===== src/rtl/mcuv_pkg.sv =====
// ----------------------------------------------------------------------------
// mcuv_pkg: shared types and constants of the matcap UV transform
// Request and result payloads, the tag that travels with each request
// through the pipeline, and the coefficient slot map.
// ----------------------------------------------------------------------------
package mcuv_pkg;

  localparam int FIELD_W     = 32;
  localparam int IDX_W       = 5;
  localparam int COEF_COUNT  = 24;
  localparam int BANK_SIZE   = 12;
  localparam int BANK_ADDR_W = 4;
  localparam int VIEW_BASE   = 12;

  // request opcodes
  localparam logic OP_LOAD  = 1'b0;
  localparam logic OP_XFORM = 1'b1;

  typedef struct packed {
    logic                      op;
    logic [IDX_W-1:0]          coef_index;
    logic signed [FIELD_W-1:0] coef_value;
    logic signed [FIELD_W-1:0] normal_x;
    logic signed [FIELD_W-1:0] normal_y;
    logic signed [FIELD_W-1:0] normal_z;
  } mcuv_in_t;

  typedef struct packed {
    logic signed [FIELD_W-1:0] tex_u;
    logic signed [FIELD_W-1:0] tex_v;
    logic                      clipped;
  } mcuv_out_t;

  // per-request side information carried along the pipeline
  typedef struct packed {
    logic                      op;
    logic [IDX_W-1:0]          idx;
    logic signed [FIELD_W-1:0] value;
    logic                      clip;
  } mcuv_tag_t;

endpackage


===== src/rtl/mcuv_tex_out.sv =====
// ----------------------------------------------------------------------------
// mcuv_tex_out: texture coordinate mapping and output register
// Map view-space x and y to u = x/2 + 1/2 and v = -y/2 + 1/2, saturate,
// and hold the result until the consumer takes it. Load requests end here.
// ----------------------------------------------------------------------------
module mcuv_tex_out #(
  parameter int VALUE_WIDTH   = 32,
  parameter int FRACTION_BITS = 16
) (
  input  logic                          clk,
  input  logic                          rst_n,
  input  logic                          in_valid_i,
  output logic                          in_ready_o,
  input  mcuv_pkg::mcuv_tag_t           in_tag_i,
  input  logic signed [VALUE_WIDTH-1:0] qx_i,
  input  logic signed [VALUE_WIDTH-1:0] qy_i,
  output logic                          out_valid_o,
  input  logic                          out_stall_i,
  output mcuv_pkg::mcuv_out_t           out_data_o
);

  localparam int OUT_W = (VALUE_WIDTH < mcuv_pkg::FIELD_W) ? VALUE_WIDTH : mcuv_pkg::FIELD_W;
  localparam int TW    = ((VALUE_WIDTH > FRACTION_BITS + 1) ? VALUE_WIDTH : FRACTION_BITS + 1) + 3;
  localparam int CHK_W = TW - OUT_W + 1;
  localparam logic signed [TW-1:0] ONE = TW'(1) << FRACTION_BITS;
  localparam logic signed [OUT_W-1:0] SAT_MAX = {1'b0, {(OUT_W-1){1'b1}}};
  localparam logic signed [OUT_W-1:0] SAT_MIN = {1'b1, {(OUT_W-1){1'b0}}};

  logic signed [TW-1:0]    su, sv, hu, hv;
  logic [CHK_W-1:0]        chk_u, chk_v;
  logic                    ovf_u, ovf_v;
  logic signed [OUT_W-1:0] u_sat, v_sat;
  logic                    out_valid_r;
  mcuv_pkg::mcuv_out_t     out_data_r, out_data_nxt;

  always_comb begin
    su    = TW'(qx_i) + ONE + TW'(1);
    sv    = -TW'(qy_i) + ONE + TW'(1);
    hu    = su >>> 1;
    hv    = sv >>> 1;
    chk_u = hu[TW-1:OUT_W-1];
    chk_v = hv[TW-1:OUT_W-1];
    ovf_u = !((&chk_u) || !(|chk_u));
    ovf_v = !((&chk_v) || !(|chk_v));
    u_sat = ovf_u ? (hu[TW-1] ? SAT_MIN : SAT_MAX) : hu[OUT_W-1:0];
    v_sat = ovf_v ? (hv[TW-1] ? SAT_MIN : SAT_MAX) : hv[OUT_W-1:0];
    out_data_nxt.tex_u   = mcuv_pkg::FIELD_W'(u_sat);
    out_data_nxt.tex_v   = mcuv_pkg::FIELD_W'(v_sat);
    out_data_nxt.clipped = in_tag_i.clip || ovf_u || ovf_v;
  end

  assign in_ready_o = !out_valid_r || !out_stall_i;

  always_ff @(posedge clk) begin
    if (!rst_n) begin
      out_valid_r <= 1'b0;
    end else if (in_ready_o) begin
      // drop load requests, only transforms give a result
      out_valid_r <= in_valid_i && (in_tag_i.op == mcuv_pkg::OP_XFORM);
    end
  end

  always_ff @(posedge clk) begin
    if (in_ready_o) begin
      out_data_r <= out_data_nxt;
    end
  end

  assign out_valid_o = out_valid_r;
  assign out_data_o  = out_data_r;

endmodule


===== config.mk =====
export PLATFORM = sky130hd
export DESIGN_NAME = mcuv_tex_out
export DESIGN_NICKNAME = d
export VERILOG_FILES = /design/src/rtl/mcuv_pkg.sv /design/src/rtl/mcuv_tex_out.sv
export SDC_FILE = /design/constraint.sdc
export NUM_CORES = 1
export LEC_CHECK = 0
export BUFFER_PORTS_ARGS = -buffer_cell sky130_fd_sc_hd__buf_2
export CAP_MARGIN = 5
export CORE_MARGIN = 8
export CORE_UTILIZATION = 44
export CTS_BUF_LIST = sky130_fd_sc_hd__clkbuf_2 sky130_fd_sc_hd__clkbuf_4 sky130_fd_sc_hd__clkbuf_8
export DETAILED_ROUTE_END_ITERATION = 12
export PLACE_DENSITY = 0.8
export SYNTH_ARGS = -nofsm -noshare
export SYNTH_HDL_FRONTEND = slang
export SYNTH_SLANG_ARGS = --single-unit

===== constraint.sdc =====
create_clock -name clk -period 2.45 [get_ports clk]
set_input_delay 0.49 -clock clk [delete_from_list [all_inputs] [get_ports clk]]
set_output_delay 0.49 -clock clk [all_outputs]
set_load 0.02 [all_outputs]

; ---- Yosys cells after proc, flatten, opt, wreduce, memory -nomap -nowiden
; Index checks and enable logic that the tools add are counted.
[op_classes]
reduce_logical = 16
mux = 4
add_sub_neg = 5
[op_table]
columns = cell, n
row1 = 2-to-1 mux 32 bit, 4
row2 = adder 35 x 18 -> 35 bit (second input constant), 1
row3 = adder 35 x 2 -> 35 bit (second input constant), 1
row4 = negator 32 -> 35 bit, 1
row5 = adder 33 x 2 -> 34 bit (second input constant), 1
row6 = adder 32 x 18 -> 33 bit (second input constant), 1
row7 = logical NOT 1 bit, 6
row8 = AND reduction 3 bit, 2
row9 = OR reduction 3 bit, 2
row10 = logical OR 1 bit, 5
row11 = logical AND 1 bit, 1
[word_totals]
input_bits = 107
reg_bits = 66
wordCells = 29
output_inout_bits = 67

; ---- Depth between registers and ports, before layout
[depth]
word_depth = 8
ltp_mapped = 8
depth_no_buf = 7

; ---- Worst setup path before layout
; OpenSTA, ideal clock, no wires.
[synth_timing]
path_kind = input to output
start = input out_stall_i
end = output in_ready_o
stages = 1
t_required_ns = 1.960
t_arrival_ns = 2.004
n_path_buf = 0
slack_ns = -0.044
path_cell_list = nand2_1
[synth_via]
elab_chain_len = 2
[synth_lines]
columns = element, line_no
row1 = start: declaration, mcuv_tex_out.sv:18  ; input logic out_stall_i,
row2 = logical NOT 1 bit, mcuv_tex_out.sv:52  ; assign in_ready_o = !out_valid_r || !out_stall_i;
row3 = logical OR 1 bit, mcuv_tex_out.sv:52
row4 = end: declaration, mcuv_tex_out.sv:13  ; output logic in_ready_o,
; Every way passes these cells.

==> reports/metrics.cfg <==
[status]
outcome=completed

[placed_design]
place_area_um2=4870
dpl.hpwl_mm=8.62
port_buffers=135
dp_cells=610
gp_congestion=0.882
dp_slack_ns=-0.177

[critical_path]
worstSetupPathType=input port to flip-flop
critPathRequiredTime_ns=2.53
setup.worst_path.start_class=input port
cpMaxStageDelayCell=or4_1
timing.critical_path.arrival_ns=2.36
critPathMaxFanout=8
crit_top_cell=or4_1
crit_chain=buf_2 > or4_1 > or4_1 > buf_4 > o21ai_4 > nand3b_1 > xor2_1
max_stage_delay_ns=0.59
crit_path_end_kind=flip-flop

[final_layout]
nets=625
nFillCells=667
num_antenna_cells=0
drive_above_1_share_pct=43.0
syn2layout_area_growth_pct=37.2
fin_cells=626
fin_area_um2=5090

[power]
design_power_total_mw=2.88
pwr_density_cell_nw_per_um2=566
peakVddDrop_uv=328
power.leakage_nw=2.15

[yosys]
avgSynthCellArea_um2=11.2
synth_cell_type_count=52
synth_nets=439
syn_area_um2=3710
synth-seq-area-share_pct=53.2
synth-seq-cells=66
postSynthCellCount=330
yosysWarnings=0

[clock_network]
numCtsBuffers=9
clockRootBuffer=clkbuf_8
clkSinkCount=66
cts_buffer_depth=2
clk_latency_ns=0.34
path_clk_slew_ns=0.07
cts_tree=built
cts_resized=0
hold_buffers=0
ctsHtreeMaxLevel=3
post_cts_buffers=0

[floorplan]
die_height_um=108
pin_count=174
die_area_um2=11600
start_util_pct=45.1
die_x_um=108
fp-row-count=33
coreArea_um2=8220

[routing]
vias_per_cell=5.38
via_count=3368
drc=0
detail_route.wl_per_cell_um=17.3
drt_wl_total_mm=10.8
antenna_left=0
firstDrtPassIters=5
drtIter0Drc=174

[run]
cap_violations=0

[timing]
clock_skew_ns=0.0172
setup_viol=0
max_slew_margin_pct=74.0
worst_pin_slew_ns=0.387
clock.fmax_ghz=0.438
tns_ns=0
maxSlewViolCount=0
post-route-min-period_ns=2.28
min_period_over_period_pct=93.2
setup_ws_ns=0.168
hold_violations=0
grt_setup_unrepaired=false

[global_routing]
grt_pass1_vias=3437
grt_max_degree=26
antenna_found_initial=1
grt_pass1_wl_mm=16.6
grtUsageTotal_pct=17.9
overflow=0

[hold_path]
hold_path.class=input port to flip-flop

-- logic make-up after synthesis --
family / after synthesis / share of synthesized area [%]
simple gates: 126 / 20.5
buf+inv: 21 / 2.50
flops: 66 / 53.2
xor+xnor: 48 / 11.3
mux: 2 / 0.573
compound gates: 65 / 11.2
fa+ha+maj: 2 / 0.674
-- flip-flops by register name, indices dropped and copies added (netlist names) --
signal       cells
out_data_o      65
out_valid_o      1
-- worst max-delay path, delay by kind of cell --
| kind | cells | cell delay (ns) |
|---|---|---|
| AOI/OAI and AO/OA | 1 | 0.25 |
| and+or+nand+nor | 3 | 1.16 |
| xor gates and xnor gates | 1 | 0.17 |
| buffers and inverters | 2 | 0.29 |
-- metal layers --
| metal | GRT usage [%] | vias up | wire length, um |
|---|---|---|---|
| met1 | 20.4 | 1600 | 4310 |
| met3 | 4.55 | 16 | 715 |
| met2 | 31.4 | 118 | 5590 |
| met4 | 6.74 | 2 | 194 |
| li1 | - | 1632 | - |
| met5 | 0 | - | 13 |
-- cell type report --
| type | instances | area [um^2] | share of cell area, % |
|---|---|---|---|
| inverter | 8 | 30.0 | 0.590 |
| sequential | 66 | 1970 | 38.7 |
| multi-input combinational | 243 | 1650 | 32.4 |
| timing repair buffer | 188 | 1090 | 21.3 |
| clock buffer | 9 | 124 | 2.43 |
| clock inverter | 7 | 100 | 1.97 |
| tap | 105 | 131 | 2.58 |
-- cell usage after synthesis (all sizes together) --
| cell | instances | area share, % |
|---|---|---|
| or4b | 2 | 0.54 |
| mux2 | 1 | 0.30 |
| nand2 | 26 | 2.6 |
| and4 | 5 | 1.2 |
| clkbuf | 9 | 0.91 |
| o41a | 3 | 0.91 |
| and2 | 1 | 0.17 |
| or4 | 8 | 1.8 |
| o211ai | 4 | 0.81 |
| inv | 8 | 0.81 |
| nor4b | 1 | 0.24 |
| nand2b | 2 | 0.34 |
| edfxtp | 65 | 53 |
| nor4 | 7 | 2.4 |
| a21boi | 2 | 0.40 |
| and3 | 4 | 0.67 |
| o41ai | 2 | 0.47 |
| or3 | 6 | 1.0 |
| a31oi | 5 | 0.84 |
| buf | 4 | 0.78 |
| or2 | 4 | 0.67 |
| a22oi | 1 | 0.20 |
| o31ai | 3 | 0.74 |
| nor3 | 16 | 2.3 |
| mux2i | 1 | 0.27 |
| xnor2 | 24 | 5.7 |
| nor2 | 20 | 2.5 |
| nand4 | 11 | 2.2 |
| o21ai | 32 | 4.6 |
| ha | 2 | 0.67 |
| nor2b | 1 | 0.17 |
| o2111ai | 2 | 0.47 |
| nand3 | 11 | 1.5 |
| dfxtp | 1 | 0.54 |
| o21bai | 1 | 0.20 |
| o311ai | 1 | 0.24 |
| nand3b | 1 | 0.20 |
| a21oi | 9 | 1.3 |
| xor2 | 24 | 5.7 |
-- power by group --
group / internal [mW] / switching [mW]
clock network: 0.582 / 0.451
registers: 1.34 / 0.0217
logic: 0.187 / 0.301
-- through the flow --
stage          hold WS (ns)  utilization [%]
2_1_floorplan         0.637                -
3_3_place_gp          0.745             59.2
3_5_place_dp          0.754             59.2
4_1_cts               0.399             62.0
5_1_grt               0.397             62.0
6_report              0.410             62.0
-- layout by cell type, fill, tap and decap left out, drive strengths merged, types with 2 or more instances in the layout --
| cell | n |
|---|---|
| a21boi | 2 |
| a21oi | 9 |
| a31oi | 5 |
| and3 | 4 |
| and4 | 5 |
| buf | 188 |
| bufinv | 2 |
| clkbuf | 9 |
| clkinv | 3 |
| edfxtp | 65 |
| ha | 2 |
| inv | 10 |
| nand2 | 26 |
| nand2b | 2 |
| nand3 | 11 |
| nand4 | 11 |
| nor2 | 20 |
| nor3 | 16 |
| nor4 | 7 |
| o2111ai | 2 |
| o211ai | 4 |
| o21ai | 32 |
| o31ai | 3 |
| o41a | 3 |
| o41ai | 2 |
| or2 | 4 |
| or3 | 6 |
| or4 | 8 |
| or4b | 2 |
| xnor2 | 24 |
| xor2 | 24 |
-- worst paths after layout --
path              cells past startpoint             end    startpoint  slack (ns)
setup / recovery                      7  out_data_o[23]      qy_i[12]        0.17
hold / removal                        3     out_valid_o  in_tag_i[38]        0.41
setup reg to reg                      2  out_data_o[55]   out_valid_o        1.39
hold reg to reg                       2  out_data_o[23]   out_valid_o        0.85
Note: power is estimated with default switching activity, not from simulation.
